<file path="src/design/mfa_pkg.sv">
package mfa_pkg;

   // Field widths of the request and response transactions
   localparam int FIELD_BITS = 16;
   localparam int WHOLE_BITS = 35;
   localparam int FRAC_BITS  = 32;

   // Shared datapath: 64-bit values plus one carry bit
   localparam int DP_BITS    = 64;
   localparam int CNT_BITS   = $clog2(DP_BITS + 1);
   localparam int SHIFT_BITS = $clog2(DP_BITS);

   typedef enum logic [1:0] {
      FN_ADD = 2'd0,
      FN_SUB = 2'd1,
      FN_MUL = 2'd2,
      FN_DIV = 2'd3
   } func_type;

   typedef enum logic [1:0] {
      ST_OK       = 2'd0,
      ST_ZERO_DEN = 2'd1,
      ST_DIV_ZERO = 2'd2,
      ST_RANGE    = 2'd3
   } status_type;

   typedef enum logic [3:0] {
      S_IDLE,
      S_MUL_A,
      S_MUL_B,
      S_MUL_NUM,
      S_MUL_AUX,
      S_MUL_DEN,
      S_COMBINE,
      S_NEGATE,
      S_VALIDATE,
      S_GCD_STRIP,
      S_GCD_RUN,
      S_DIV_NUM,
      S_DIV_DEN,
      S_DIV_WHOLE,
      S_CHECK,
      S_FINISH
   } state_type;

   typedef struct packed {
      logic [DP_BITS:0] x;
      logic [DP_BITS:0] y;
      logic             sub;
   } alu_in_type;

   typedef struct packed {
      logic [DP_BITS:0] res;
      logic             cout;
   } alu_out_type;

endpackage

</file>
<file path="src/design/mfa_if.sv">
interface mfa_req_if import mfa_pkg::*; ();
   logic                  valid;
   logic                  ready;
   logic [1:0]            func;
   logic [FIELD_BITS-1:0] a_whole;
   logic [FIELD_BITS-1:0] a_num;
   logic [FIELD_BITS-1:0] a_den;
   logic [FIELD_BITS-1:0] b_whole;
   logic [FIELD_BITS-1:0] b_num;
   logic [FIELD_BITS-1:0] b_den;

   modport source (output valid, func, a_whole, a_num, a_den, b_whole, b_num, b_den,
                   input ready);
   modport sink (input valid, func, a_whole, a_num, a_den, b_whole, b_num, b_den,
                 output ready);
   modport monitor (input valid, ready, func, a_whole, a_num, a_den, b_whole, b_num,
                    b_den);
endinterface

interface mfa_rsp_if import mfa_pkg::*; ();
   logic                  valid;
   logic                  ready;
   logic [1:0]            status;
   logic                  negative;
   logic [WHOLE_BITS-1:0] res_whole;
   logic [FRAC_BITS-1:0]  res_num;
   logic [FRAC_BITS-1:0]  res_den;

   modport source (output valid, status, negative, res_whole, res_num, res_den,
                   input ready);
   modport sink (input valid, status, negative, res_whole, res_num, res_den,
                 output ready);
   modport monitor (input valid, ready, status, negative, res_whole, res_num, res_den);
endinterface

</file>
<file path="src/design/mfa_alu.sv">
module mfa_alu import mfa_pkg::*; (
   input  alu_in_type  alu_in,
   output alu_out_type alu_out
);

   logic [DP_BITS+1:0] total;

   // Add, or subtract as x + ~y + 1; cout set means no borrow on subtract
   always_comb begin
      total = {1'b0, alu_in.x}
            + {1'b0, alu_in.y ^ {(DP_BITS+1){alu_in.sub}}}
            + {{(DP_BITS+1){1'b0}}, alu_in.sub};
      alu_out.res  = total[DP_BITS:0];
      alu_out.cout = total[DP_BITS+1];
   end

endmodule

</file>
<file path="src/design/mixed_fraction_arith_unit_top.sv">
// Mixed fraction arithmetic unit.
// A request transaction on req_ch carries an operation (add, subtract,
// multiply, divide) and two mixed fractions whole + num/den. One response
// transaction on rsp_ch returns a status, a sign and the reduced result as a
// mixed magnitude res_whole + res_num/res_den with res_num below res_den.
// Status: ok, zero operand denominator, divide by a zero value, or result out
// of range; any error returns 0 + 0/1, not negative.
// All adds and subtracts run on one shared 65-bit add/subtract unit under a
// sequencer: shift-add multiplies, the binary GCD and three restoring
// divides. A zero denominator goes from idle straight to the finish state.
// req_ch.ready is high only while the sequencer idles, so one transaction is
// in work at a time.
// The result sits in an output register: the next request is accepted while
// an earlier response waits, and a stalled rsp_ch holds the finished result
// in the sequencer until the register frees up.
// Reset (synchronous, active high) drops any work in progress and any
// pending response and returns to idle.
module mixed_fraction_arith_unit_top import mfa_pkg::*; #(
   parameter int OPERAND_BITS = 16
) (
   input  logic       clock,
   input  logic       reset,
   mfa_req_if.sink    req_ch,
   mfa_rsp_if.source  rsp_ch
);

   // Operand bits that reach the datapath; higher input bits are masked off
   localparam int OpW = (OPERAND_BITS < FIELD_BITS) ? OPERAND_BITS : FIELD_BITS;

   // Sequencer and control
   state_type            state_ff, state_in;
   logic                 busy_ff, busy_in;
   logic                 rsp_valid_ff, rsp_valid_in;

   // Captured operands
   func_type             func_ff, func_in;
   logic [OpW-1:0]       aw_ff, aw_in, an_ff, an_in, ad_ff, ad_in;
   logic [OpW-1:0]       bw_ff, bw_in, bn_ff, bn_in, bd_ff, bd_in;

   // Working values
   status_type           stat_ff, stat_in;
   logic                 ovf_ff, ovf_in;
   logic                 neg_ff, neg_in;
   logic [DP_BITS-1:0]   a_ff, a_in, b_ff, b_in;
   logic [DP_BITS-1:0]   num_ff, num_in, aux_ff, aux_in, den_ff, den_in;
   logic [DP_BITS-1:0]   whole_ff, whole_in;

   // Multiplier registers
   logic [DP_BITS-1:0]   acc_ff, acc_in, mcand_ff, mcand_in, mplier_ff, mplier_in;
   logic                 big_ff, big_in;

   // GCD and divider registers
   logic [DP_BITS-1:0]   u_ff, u_in, v_ff, v_in;
   logic [SHIFT_BITS-1:0] k_ff, k_in;
   logic [DP_BITS-1:0]   rem_ff, rem_in, quo_ff, quo_in, dvs_ff, dvs_in;
   logic [CNT_BITS-1:0]  cnt_ff, cnt_in;

   // Response register
   logic [1:0]            out_status_ff, out_status_in;
   logic                  out_neg_ff, out_neg_in;
   logic [WHOLE_BITS-1:0] out_whole_ff, out_whole_in;
   logic [FRAC_BITS-1:0]  out_num_ff, out_num_in;
   logic [FRAC_BITS-1:0]  out_den_ff, out_den_in;

   // Decoded control
   logic                 req_ready;
   logic                 accept;
   logic                 in_zero_den;
   logic                 add_sub;
   logic                 mul_done;
   logic                 div_done;
   logic                 div_zero;
   logic                 strip_more;
   logic                 out_load;
   logic [DP_BITS-1:0]   ld_acc, ld_mcand, ld_mplier, ld_dividend;
   alu_in_type           alu_in;
   alu_out_type          alu_out;

   mfa_alu u_alu (
      .alu_in  (alu_in),
      .alu_out (alu_out)
   );

   // Control decode and shared unit operand selection
   always_comb begin
      req_ready   = (state_ff == S_IDLE);
      accept      = req_ready && req_ch.valid;
      in_zero_den = (req_ch.a_den[OpW-1:0] == '0) || (req_ch.b_den[OpW-1:0] == '0);
      add_sub     = (func_ff == FN_ADD) || (func_ff == FN_SUB);
      mul_done    = busy_ff && (mplier_ff == '0);
      div_done    = busy_ff && (cnt_ff == '0);
      // B is still in the accumulator when its multiply finishes
      div_zero    = (func_ff == FN_DIV) && (acc_ff == '0) && !ovf_ff;
      strip_more  = (u_ff != '0) && !u_ff[0] && !v_ff[0];
      out_load    = (state_ff == S_FINISH) && (!rsp_valid_ff || rsp_ch.ready);

      ld_acc      = '0;
      ld_mcand    = '0;
      ld_mplier   = '0;
      ld_dividend = '0;
      case (state_ff)
         S_MUL_A: begin
            ld_acc    = DP_BITS'(an_ff);
            ld_mcand  = DP_BITS'(aw_ff);
            ld_mplier = DP_BITS'(ad_ff);
         end
         S_MUL_B: begin
            ld_acc    = DP_BITS'(bn_ff);
            ld_mcand  = DP_BITS'(bw_ff);
            ld_mplier = DP_BITS'(bd_ff);
         end
         S_MUL_NUM: begin
            ld_mcand  = a_ff;
            ld_mplier = (func_ff == FN_MUL) ? b_ff : DP_BITS'(bd_ff);
         end
         S_MUL_AUX: begin
            ld_mcand  = b_ff;
            ld_mplier = DP_BITS'(ad_ff);
         end
         S_MUL_DEN: begin
            ld_mcand  = DP_BITS'(ad_ff);
            ld_mplier = (func_ff == FN_DIV) ? b_ff : DP_BITS'(bd_ff);
         end
         S_DIV_NUM:   ld_dividend = num_ff;
         S_DIV_DEN:   ld_dividend = den_ff;
         S_DIV_WHOLE: ld_dividend = num_ff;
         default: begin
         end
      endcase

      alu_in.x   = '0;
      alu_in.y   = '0;
      alu_in.sub = 1'b0;
      case (state_ff)
         S_MUL_A, S_MUL_B, S_MUL_NUM, S_MUL_AUX, S_MUL_DEN: begin
            alu_in.x = {1'b0, acc_ff};
            alu_in.y = {1'b0, mcand_ff};
         end
         S_COMBINE: begin
            alu_in.x   = {1'b0, num_ff};
            alu_in.y   = {1'b0, aux_ff};
            alu_in.sub = (func_ff == FN_SUB);
         end
         S_NEGATE: begin
            alu_in.y   = {1'b0, num_ff};
            alu_in.sub = 1'b1;
         end
         S_GCD_RUN: begin
            alu_in.x   = {1'b0, u_ff};
            alu_in.y   = {1'b0, v_ff};
            alu_in.sub = 1'b1;
         end
         S_DIV_NUM, S_DIV_DEN, S_DIV_WHOLE: begin
            alu_in.x   = {rem_ff, quo_ff[DP_BITS-1]};
            alu_in.y   = {1'b0, dvs_ff};
            alu_in.sub = 1'b1;
         end
         default: begin
         end
      endcase
   end

   // Next state
   always_comb begin
      state_in = state_ff;
      case (state_ff)
         S_IDLE: begin
            if (accept) begin
               state_in = in_zero_den ? S_FINISH : S_MUL_A;
            end
         end
         S_MUL_A: begin
            if (mul_done) begin
               state_in = S_MUL_B;
            end
         end
         S_MUL_B: begin
            if (mul_done) begin
               state_in = div_zero ? S_FINISH : S_MUL_NUM;
            end
         end
         S_MUL_NUM: begin
            if (mul_done) begin
               state_in = add_sub ? S_MUL_AUX : S_MUL_DEN;
            end
         end
         S_MUL_AUX: begin
            if (mul_done) begin
               state_in = S_MUL_DEN;
            end
         end
         S_MUL_DEN: begin
            if (mul_done) begin
               state_in = add_sub ? S_COMBINE : S_VALIDATE;
            end
         end
         S_COMBINE: begin
            state_in = ((func_ff == FN_SUB) && !alu_out.cout) ? S_NEGATE : S_VALIDATE;
         end
         S_NEGATE: state_in = S_VALIDATE;
         S_VALIDATE: begin
            state_in = (ovf_ff || (den_ff == '0)) ? S_FINISH : S_GCD_STRIP;
         end
         S_GCD_STRIP: begin
            if (!strip_more) begin
               state_in = S_GCD_RUN;
            end
         end
         S_GCD_RUN: begin
            if (u_ff == '0) begin
               state_in = S_DIV_NUM;
            end
         end
         S_DIV_NUM: begin
            if (div_done) begin
               state_in = S_DIV_DEN;
            end
         end
         S_DIV_DEN: begin
            if (div_done) begin
               state_in = S_DIV_WHOLE;
            end
         end
         S_DIV_WHOLE: begin
            if (div_done) begin
               state_in = S_CHECK;
            end
         end
         S_CHECK: state_in = S_FINISH;
         S_FINISH: begin
            if (out_load) begin
               state_in = S_IDLE;
            end
         end
         default: state_in = S_IDLE;
      endcase
   end

   // Datapath updates
   always_comb begin
      busy_in       = busy_ff;
      func_in       = func_ff;
      aw_in         = aw_ff;
      an_in         = an_ff;
      ad_in         = ad_ff;
      bw_in         = bw_ff;
      bn_in         = bn_ff;
      bd_in         = bd_ff;
      stat_in       = stat_ff;
      ovf_in        = ovf_ff;
      neg_in        = neg_ff;
      a_in          = a_ff;
      b_in          = b_ff;
      num_in        = num_ff;
      aux_in        = aux_ff;
      den_in        = den_ff;
      whole_in      = whole_ff;
      acc_in        = acc_ff;
      mcand_in      = mcand_ff;
      mplier_in     = mplier_ff;
      big_in        = big_ff;
      u_in          = u_ff;
      v_in          = v_ff;
      k_in          = k_ff;
      rem_in        = rem_ff;
      quo_in        = quo_ff;
      dvs_in        = dvs_ff;
      cnt_in        = cnt_ff;
      out_status_in = out_status_ff;
      out_neg_in    = out_neg_ff;
      out_whole_in  = out_whole_ff;
      out_num_in    = out_num_ff;
      out_den_in    = out_den_ff;

      case (state_ff)
         S_IDLE: begin
            if (accept) begin
               func_in = func_type'(req_ch.func);
               aw_in   = req_ch.a_whole[OpW-1:0];
               an_in   = req_ch.a_num[OpW-1:0];
               ad_in   = req_ch.a_den[OpW-1:0];
               bw_in   = req_ch.b_whole[OpW-1:0];
               bn_in   = req_ch.b_num[OpW-1:0];
               bd_in   = req_ch.b_den[OpW-1:0];
               stat_in = in_zero_den ? ST_ZERO_DEN : ST_OK;
               ovf_in  = 1'b0;
               neg_in  = 1'b0;
               busy_in = 1'b0;
            end
         end
         S_MUL_A, S_MUL_B, S_MUL_NUM, S_MUL_AUX, S_MUL_DEN: begin
            if (!busy_ff) begin
               acc_in    = ld_acc;
               mcand_in  = ld_mcand;
               mplier_in = ld_mplier;
               big_in    = 1'b0;
               busy_in   = 1'b1;
            end else if (mul_done) begin
               busy_in = 1'b0;
               case (state_ff)
                  S_MUL_A:   a_in = acc_ff;
                  S_MUL_B: begin
                     b_in = acc_ff;
                     if (div_zero) begin
                        stat_in = ST_DIV_ZERO;
                     end
                  end
                  S_MUL_NUM: num_in = acc_ff;
                  S_MUL_AUX: aux_in = acc_ff;
                  default:   den_in = acc_ff;
               endcase
            end else begin
               // One shift-add step; flag any partial sum past 64 bits
               if (mplier_ff[0]) begin
                  acc_in = alu_out.res[DP_BITS-1:0];
                  if (alu_out.res[DP_BITS] || big_ff) begin
                     ovf_in = 1'b1;
                  end
               end
               big_in    = big_ff | mcand_ff[DP_BITS-1];
               mcand_in  = {mcand_ff[DP_BITS-2:0], 1'b0};
               mplier_in = {1'b0, mplier_ff[DP_BITS-1:1]};
            end
         end
         S_COMBINE: begin
            num_in = alu_out.res[DP_BITS-1:0];
            if (func_ff == FN_ADD) begin
               ovf_in = ovf_ff | alu_out.res[DP_BITS];
            end else if (!alu_out.cout) begin
               neg_in = 1'b1;
            end
         end
         S_NEGATE: num_in = alu_out.res[DP_BITS-1:0];
         S_VALIDATE: begin
            if (ovf_ff || (den_ff == '0)) begin
               stat_in = ST_RANGE;
            end
            u_in = num_ff;
            v_in = den_ff;
            k_in = '0;
         end
         S_GCD_STRIP: begin
            // Pull out the common power of two
            if (strip_more) begin
               u_in = {1'b0, u_ff[DP_BITS-1:1]};
               v_in = {1'b0, v_ff[DP_BITS-1:1]};
               k_in = k_ff + 1'b1;
            end
         end
         S_GCD_RUN: begin
            if (u_ff == '0) begin
               dvs_in  = v_ff << k_ff;
               busy_in = 1'b0;
            end else if (!u_ff[0]) begin
               u_in = {1'b0, u_ff[DP_BITS-1:1]};
            end else if (!v_ff[0]) begin
               v_in = {1'b0, v_ff[DP_BITS-1:1]};
            end else if (alu_out.cout) begin
               u_in = {1'b0, alu_out.res[DP_BITS-1:1]};
            end else begin
               // Swap so that the next subtract does not borrow
               u_in = v_ff;
               v_in = u_ff;
            end
         end
         S_DIV_NUM, S_DIV_DEN, S_DIV_WHOLE: begin
            if (!busy_ff) begin
               rem_in  = '0;
               quo_in  = ld_dividend;
               cnt_in  = CNT_BITS'(DP_BITS);
               busy_in = 1'b1;
               if (state_ff == S_DIV_WHOLE) begin
                  dvs_in = den_ff;
               end
            end else if (div_done) begin
               busy_in = 1'b0;
               case (state_ff)
                  S_DIV_NUM: num_in = quo_ff;
                  S_DIV_DEN: den_in = quo_ff;
                  default: begin
                     whole_in = quo_ff;
                     num_in   = rem_ff;
                  end
               endcase
            end else begin
               // One restoring divide step
               if (alu_out.cout) begin
                  rem_in = alu_out.res[DP_BITS-1:0];
               end else begin
                  rem_in = {rem_ff[DP_BITS-2:0], quo_ff[DP_BITS-1]};
               end
               quo_in = {quo_ff[DP_BITS-2:0], alu_out.cout};
               cnt_in = cnt_ff - 1'b1;
            end
         end
         S_CHECK: begin
            if ((den_ff[DP_BITS-1:FRAC_BITS] != '0) ||
                (whole_ff[DP_BITS-1:WHOLE_BITS] != '0)) begin
               stat_in = ST_RANGE;
            end
            if ((whole_ff == '0) && (num_ff == '0)) begin
               neg_in = 1'b0;
            end
         end
         S_FINISH: begin
            if (out_load) begin
               out_status_in = stat_ff;
               if (stat_ff == ST_OK) begin
                  out_neg_in   = neg_ff;
                  out_whole_in = whole_ff[WHOLE_BITS-1:0];
                  out_num_in   = num_ff[FRAC_BITS-1:0];
                  out_den_in   = den_ff[FRAC_BITS-1:0];
               end else begin
                  out_neg_in   = 1'b0;
                  out_whole_in = '0;
                  out_num_in   = '0;
                  out_den_in   = FRAC_BITS'(1);
               end
            end
         end
         default: begin
         end
      endcase

      // Hold the response until taken; a new one replaces it in the same cycle
      if (out_load) begin
         rsp_valid_in = 1'b1;
      end else if (rsp_ch.ready) begin
         rsp_valid_in = 1'b0;
      end else begin
         rsp_valid_in = rsp_valid_ff;
      end
   end

   // Control registers
   always_ff @(posedge clock) begin
      if (reset) begin
         state_ff     <= S_IDLE;
         busy_ff      <= 1'b0;
         rsp_valid_ff <= 1'b0;
      end else begin
         state_ff     <= state_in;
         busy_ff      <= busy_in;
         rsp_valid_ff <= rsp_valid_in;
      end
   end

   // Payload registers
   always_ff @(posedge clock) begin
      func_ff       <= func_in;
      aw_ff         <= aw_in;
      an_ff         <= an_in;
      ad_ff         <= ad_in;
      bw_ff         <= bw_in;
      bn_ff         <= bn_in;
      bd_ff         <= bd_in;
      stat_ff       <= stat_in;
      ovf_ff        <= ovf_in;
      neg_ff        <= neg_in;
      a_ff          <= a_in;
      b_ff          <= b_in;
      num_ff        <= num_in;
      aux_ff        <= aux_in;
      den_ff        <= den_in;
      whole_ff      <= whole_in;
      acc_ff        <= acc_in;
      mcand_ff      <= mcand_in;
      mplier_ff     <= mplier_in;
      big_ff        <= big_in;
      u_ff          <= u_in;
      v_ff          <= v_in;
      k_ff          <= k_in;
      rem_ff        <= rem_in;
      quo_ff        <= quo_in;
      dvs_ff        <= dvs_in;
      cnt_ff        <= cnt_in;
      out_status_ff <= out_status_in;
      out_neg_ff    <= out_neg_in;
      out_whole_ff  <= out_whole_in;
      out_num_ff    <= out_num_in;
      out_den_ff    <= out_den_in;
   end

   assign req_ch.ready     = req_ready;
   assign rsp_ch.valid     = rsp_valid_ff;
   assign rsp_ch.status    = out_status_ff;
   assign rsp_ch.negative  = out_neg_ff;
   assign rsp_ch.res_whole = out_whole_ff;
   assign rsp_ch.res_num   = out_num_ff;
   assign rsp_ch.res_den   = out_den_ff;

   // A zero denominator skips all arithmetic
   assert property (@(posedge clock) disable iff (reset)
      (accept && in_zero_den) |=> (state_ff == S_FINISH) && (stat_ff == ST_ZERO_DEN))
      else $error("zero denominator did not go straight to finish");

   // A good result is a proper fraction
   assert property (@(posedge clock) disable iff (reset)
      (rsp_ch.valid && (rsp_ch.status == ST_OK)) |-> (rsp_ch.res_num < rsp_ch.res_den))
      else $error("result numerator not below denominator");

   // Any error returns 0 + 0/1, not negative
   assert property (@(posedge clock) disable iff (reset)
      (rsp_ch.valid && (rsp_ch.status != ST_OK)) |->
         (rsp_ch.res_den == FRAC_BITS'(1)) && (rsp_ch.res_num == '0) &&
         (rsp_ch.res_whole == '0) && !rsp_ch.negative)
      else $error("error response carries a value");

   // The GCD loop never works with a zero second operand
   assert property (@(posedge clock) disable iff (reset)
      (state_ff == S_GCD_RUN) |-> (v_ff != '0))
      else $error("gcd operand went to zero");

endmodule

</file>
<file path="src/flat_wrapper.sv">
// flat-port wrapper written by rule: the top's interface ports become plain ports
module mixed_fraction_arith_unit_top_flat import mfa_pkg::*;
#(
   parameter int OPERAND_BITS = 16
)
  (clock, reset, req_ch_valid, req_ch_func, req_ch_a_whole, req_ch_a_num, req_ch_a_den, req_ch_b_whole, req_ch_b_num, req_ch_b_den, req_ch_ready, rsp_ch_valid, rsp_ch_status, rsp_ch_negative, rsp_ch_res_whole, rsp_ch_res_num, rsp_ch_res_den, rsp_ch_ready);
  mfa_req_if req_ch_i ();
  mfa_rsp_if rsp_ch_i ();
  input  logic clock;
  input  logic reset;
  input wire logic [$bits(req_ch_i.valid)-1:0] req_ch_valid;
  input wire logic [$bits(req_ch_i.func)-1:0] req_ch_func;
  input wire logic [$bits(req_ch_i.a_whole)-1:0] req_ch_a_whole;
  input wire logic [$bits(req_ch_i.a_num)-1:0] req_ch_a_num;
  input wire logic [$bits(req_ch_i.a_den)-1:0] req_ch_a_den;
  input wire logic [$bits(req_ch_i.b_whole)-1:0] req_ch_b_whole;
  input wire logic [$bits(req_ch_i.b_num)-1:0] req_ch_b_num;
  input wire logic [$bits(req_ch_i.b_den)-1:0] req_ch_b_den;
  output wire logic [$bits(req_ch_i.ready)-1:0] req_ch_ready;
  output wire logic [$bits(rsp_ch_i.valid)-1:0] rsp_ch_valid;
  output wire logic [$bits(rsp_ch_i.status)-1:0] rsp_ch_status;
  output wire logic [$bits(rsp_ch_i.negative)-1:0] rsp_ch_negative;
  output wire logic [$bits(rsp_ch_i.res_whole)-1:0] rsp_ch_res_whole;
  output wire logic [$bits(rsp_ch_i.res_num)-1:0] rsp_ch_res_num;
  output wire logic [$bits(rsp_ch_i.res_den)-1:0] rsp_ch_res_den;
  input wire logic [$bits(rsp_ch_i.ready)-1:0] rsp_ch_ready;
  assign req_ch_i.valid = req_ch_valid;
  assign req_ch_i.func = req_ch_func;
  assign req_ch_i.a_whole = req_ch_a_whole;
  assign req_ch_i.a_num = req_ch_a_num;
  assign req_ch_i.a_den = req_ch_a_den;
  assign req_ch_i.b_whole = req_ch_b_whole;
  assign req_ch_i.b_num = req_ch_b_num;
  assign req_ch_i.b_den = req_ch_b_den;
  assign req_ch_ready = req_ch_i.ready;
  assign rsp_ch_valid = rsp_ch_i.valid;
  assign rsp_ch_status = rsp_ch_i.status;
  assign rsp_ch_negative = rsp_ch_i.negative;
  assign rsp_ch_res_whole = rsp_ch_i.res_whole;
  assign rsp_ch_res_num = rsp_ch_i.res_num;
  assign rsp_ch_res_den = rsp_ch_i.res_den;
  assign rsp_ch_i.ready = rsp_ch_ready;
  mixed_fraction_arith_unit_top #(.OPERAND_BITS(OPERAND_BITS)) u_core (.clock(clock), .reset(reset), .req_ch(req_ch_i), .rsp_ch(rsp_ch_i));
endmodule
</file>
<file path="config.mk">
export PLATFORM = sky130hd
export DESIGN_NAME = mixed_fraction_arith_unit_top_flat
export DESIGN_NICKNAME = d
export VERILOG_FILES = /design/src/design/mfa_pkg.sv /design/src/design/mfa_if.sv /design/src/design/mfa_alu.sv /design/src/design/mixed_fraction_arith_unit_top.sv /design/src/flat_wrapper.sv
export SDC_FILE = /design/constraint.sdc
export NUM_CORES = 2
export LEC_CHECK = 0
export ABC_AREA = 1
export BUFFER_PORTS_ARGS = -buffer_cell sky130_fd_sc_hd__buf_2
export CORE_ASPECT_RATIO = 1.75
export CORE_MARGIN = 3
export CORE_UTILIZATION = 45
export CTS_BUF_LIST = sky130_fd_sc_hd__clkbuf_4
export DETAILED_ROUTE_END_ITERATION = 6
export PLACE_DENSITY = 0.57
export SLEW_MARGIN = 20
export SYNTH_ARGS = -nofsm -noshare
export SYNTH_HDL_FRONTEND = slang
export SYNTH_HIERARCHICAL = 1
export SYNTH_SLANG_ARGS = --single-unit
</file>
<file path="constraint.sdc">
create_clock -name clock -period 18.6 [get_ports clock]
set_clock_uncertainty 0.2 [all_clocks]
set_input_delay 3.72 -clock clock [delete_from_list [all_inputs] [get_ports clock]]
set_output_delay 3.72 -clock clock [all_outputs]
set_load 0.03 [all_outputs]
</file>
==> results.md <==
- In this run the worst path has a maximum fanout of 66.
- Across all setup checks in the final design, the least slack found is 9.73 ns.
- The worst register-to-register path has a depth of 29.
- The most numerous cell on the critical path is nand2_1.
- The post-detailed-route count of antenna-violating nets is 0.
- On the worst path, the slowest cell contributes a delay of 0.72 ns.
- The width of the die is 285 um.
- After detailed routing, the number of vias per cell comes to 6.12.
- The detailed placer's ending HPWL is 196000 um.
- The dominant combinational cell family by area after synthesis is simple AND/OR/NAND/NOR gates.
- The count of buffering cells on the critical path with inverters included is 11.
- The total congestion overflow is 0.
- After synthesis, the share of cell area in mux cells is 0.00309.
- After clock tree synthesis, the clock-pin slew on the worst setup and hold paths is 0.07 ns.
- The combined area of all synthesized cells is 0.0615 mm^2.
- The library cell contributing the largest single delay on the critical path is buf_4.
- The floorplan row count is 178.
- The number of global-route vias before repair is 54400.
- Clock tree synthesis inserted a total of 291 buffers.
- The critical path in this run is classified as flip-flop to flip-flop.
- Setup repair after global routing left no endpoint under its margin.
- The post-cts sizing count is 0.
- The count of non-filler cells in the finished layout is 8966.
- The fraction of power consumed by sequential logic is 0.354.
- The number of buffers on the longest clock path is 4.
- By area the synthesized netlist is led by edfxtp_1 (54%), nand2_1 (9.7%), inv_1 (5.2%).
- Of the total power, the share spent switching nets is 0.490.
- The TritonCTS clock tree is built.
- The run finished with clean final reports.
- The reported net switching power is 6.08 mW.
- CTS built an H-tree with a depth of 5.
- Derived from the worst setup path, the maximum achievable clock frequency is 113 MHz.
- The effective utilization at floorplan is 0.455.
- Across the VDD grid, the largest voltage drop is 228 uV.
- Buffers inserted to repair hold after CTS numbered 0.
- During placement, the flow inserted port buffers numbering 205.
- The cell count after synthesis is 6778.
- Compared with the post-synthesis result, the final layout area differs by 9.74%.
- The endpoint class of the critical path is a flip-flop.
- The count of buffers added by post-CTS timing repair for setup is 0.
- Of the total power, the clock network draws 0.171.
- Counting flops with a built-in enable in the synthesized netlist gives 1114.
- The number of stages on the worst setup path is 29.
- The clock reaches the later pin of the worst-skew pair after 1.30 ns.
- Including well taps, the total number of placed cells is 8484.
- The count of cell types in the netlist is 50.
- The first global-routing pass estimated 379000 um of wire.
- The fraction of the mapped netlist area in compound gates is 0.153.
- The clock period minus worst slack is 8.87 ns.
- The total power of the final layout is 12.4 mW.
- The number of remaining DRC errors is 0.
- The data required time at the worst endpoint is 19.28 ns.
- The worst pin sits at a relative slew slack of 0.217.
- edfxtp_1 takes more of the synthesized area than any other cell.
- The top-level port count is 206.
- The portion of the clock cycle consumed by the worst path in the final layout is 0.477.
- The number of antenna violations at the first check in global routing is 5.
- The post-place setup slack is 10.08 ns.
- Of the total synthesized cell area, the portion taken by AND, OR, NAND and NOR gates is 0.187.
- The routed layout has 54900 vias.
- In the synthesized netlist the dominant register cell turns out to be edfxtp_1.
- The final-report max-slew violation count was 0.
- After detailed routing, the average wire length per cell comes to 29.8 um.
- Of the cells placed in the final design, the portion with a size suffix greater than 1 is 0.125.
- The number of register bits inferred by synthesis is 1120.
- The worst setup path is launched from a flip-flop.
- The synthesized net count is 6948.
- Power spread over the standard cell area amounts to 184 mW/mm^2.
- The floorplan step defined a die boundary enclosing 0.141 mm^2.
- For this run, the register share of the synthesized area comes to 0.546.
- The largest net degree at the start of global routing is 92.
- In this run the static leakage power is 26.9 nW.
- The worst hold path was traced through 0 stages.
- In the global route stage, overall resource usage came out at 0.371.
- For the pin with the worst max-slew slack, the measured transition is 1.17 ns.
- For this block, the initial DRC count from the detailed router was 6034.
- In this run the worst hold path is classified as flip-flop to flip-flop.
- The share of total power dissipated in combinational logic is 0.476.
- At the end of routability-driven placement, the weighted congestion stood at 1.09.
- The data arrival time of the critical path is 9.55 ns.
- The overall die height is 495 um.
- The total number of nets in the final design is 7147.
- The number of endpoints failing setup at the final stage is 0.
- Of the total synthesized cell area, the portion taken by XOR and XNOR cells is 0.0140.
- In this run the clock root is driven by a clkbuf_4.
- The sum of negative setup slack is 0 ns.
- A synthesized cell averages 9.07 um^2.
- The fraction of synthesis flops using an asynchronous set or reset pin is 0.
- The internal power consumption is 6.34 mW.
- The total iterations of the first detailed-routing run is 6.
- The fraction of the mapped netlist area in adder cells is 0.0140.
- Of the post-synthesis cell area, the dominant cell type holds 0.544.
- The placeable core area is 0.135 mm^2.
- After detailed routing, the total wire length is 267000 um.
- The count of maximum capacitance violations is 0.
- Yosys printed 6 warnings.
- The number of sinks driven by the clock tree is 1120.
- The final hold violation count is 0.
- The kind of cell with the highest combined delay on the critical path is buffers and inverters.
==> placed cells by master, fill, tap and decap left out, types with 19 or more instances in the layout <==
| cell | synthesis | routed |
|---|---|---|
| a22oi_1 | 20 | 20 |
| buf_4 | 5 | 92 |
| edfxtp_1 | 1114 | 1114 |
| nand4_1 | 58 | 58 |
| clkbuf_4 | 0 | 402 |
| o22ai_1 | 128 | 128 |
| nand3_1 | 373 | 373 |
| nor3_1 | 31 | 29 |
| xor2_1 | 98 | 98 |
| nand2_2 | 33 | 35 |
| buf_2 | 137 | 205 |
| nand2_1 | 1592 | 1586 |
| nor2_1 | 568 | 556 |
| ha_1 | 67 | 67 |
| o21ai_0 | 406 | 405 |
| a32o_1 | 47 | 47 |
| a31oi_1 | 83 | 83 |
| nor2_4 | 9 | 22 |
| inv_2 | 36 | 39 |
| inv_1 | 859 | 852 |
| a21oi_1 | 184 | 183 |
| clkinv_1 | 6 | 60 |
| o211ai_1 | 138 | 138 |
| mux2i_1 | 19 | 19 |
| a221oi_1 | 68 | 68 |
| nor2_2 | 32 | 31 |
| nor4_1 | 31 | 30 |
| o221ai_1 | 290 | 290 |
==> cell usage after synthesis (36+ instances only) <==
library cell and number:
buf_1 39, buf_2 137, o211ai_1 138, a32o_1 47, o22ai_1 128, a21oi_1 184, inv_2 36, nand4_1 58
xor2_1 98, a31oi_1 83, ha_1 67, o21ai_0 406, a221oi_1 68, edfxtp_1 1114, inv_1 859, nor2_1 568
o221ai_1 290, clkbuf_1 209, nand3_1 373, nand2_1 1592
==> kinds of logic (layout without fill, tap and decap cells) <==
kind of cell / Yosys count / in the layout
flops: 1120 / 1120
mux: 19 / 19
simple gates: 2765 / 2765
buf+inv: 1292 / 1674
compound gates: 1415 / 1415
other cells: 1 / 7
xor+xnor: 98 / 98
fa+ha+maj: 68 / 68
==> layer usage <==
metal | GRT usage | part of all wire | vias up
met4 | 0.230 | 0.071 | 6
met1 | 0.428 | 0.36 | 26700
met3 | 0.0612 | 0.071 | 806
met5 | 0 | 0.00013 | -
met2 | 0.643 | 0.49 | 3072
li1 | - | - | 24300
==> registers in the layout, indices dropped and copies added, names as in the netlist, 32 cells and up <==
register                 count
u_core/a_ff                 64
u_core/acc_ff               64
u_core/aux_ff               64
u_core/b_ff                 64
u_core/den_ff               64
u_core/dvs_ff               64
u_core/mcand_ff             64
u_core/mplier_ff            64
u_core/num_ff               64
u_core/quo_ff               64
u_core/rem_ff               64
u_core/rsp_ch.res_den       32
u_core/rsp_ch.res_num       32
u_core/rsp_ch.res_whole     35
u_core/u_ff                 64
u_core/v_ff                 64
u_core/whole_ff             64
==> per-stage QoR <==
step | hold slack, ns | utilization | instance area, um^2
floorplan | 0.227 | - | 61500
global placement | 0.284 | 0.474 | 64000
detailed placement | 0.295 | 0.474 | 64000
CTS | 0.278 | 0.500 | 67400
global route | 0.281 | 0.500 | 67500
finish | 0.269 | 0.500 | 67500
==> final timing paths <==
path / endpoint / start / slack [ns]
setup / recovery: u_core/u_ff[19] / u_core/state_ff[2] / 9.73
setup reg to reg: u_core/u_ff[19] / u_core/state_ff[2] / 9.73
hold reg to reg: u_core/a_ff[55] / u_core/acc_ff[55] / 0.27
hold / removal: u_core/a_ff[55] / u_core/acc_ff[55] / 0.27
==> power groups by stage <==
stage               combinational (mW)  clock, mW  sequential, mW
global route                      6.30       2.30            4.44
CTS                               5.79       2.17            4.37
detailed placement                5.75          0            4.42
global placement                  5.73          0            4.42
floorplan                         3.56          0            4.22
finish                            5.91       2.12            4.39
==> area by class of cell <==
type                            instances  area [um^2]
Clock inverter                         74          435
Tap cell                             1800         2250
Clock buffer                          402         3020
Multi-Input combinational cell       4366        23000
Sequential cell                      1120        33600
Timing Repair Buffer                  297         1720
Antenna cell                            6         15.0
Inverter                              901         3410
Fill cell                           13100        67500
Note: power is estimated with default switching activity, not from simulation.
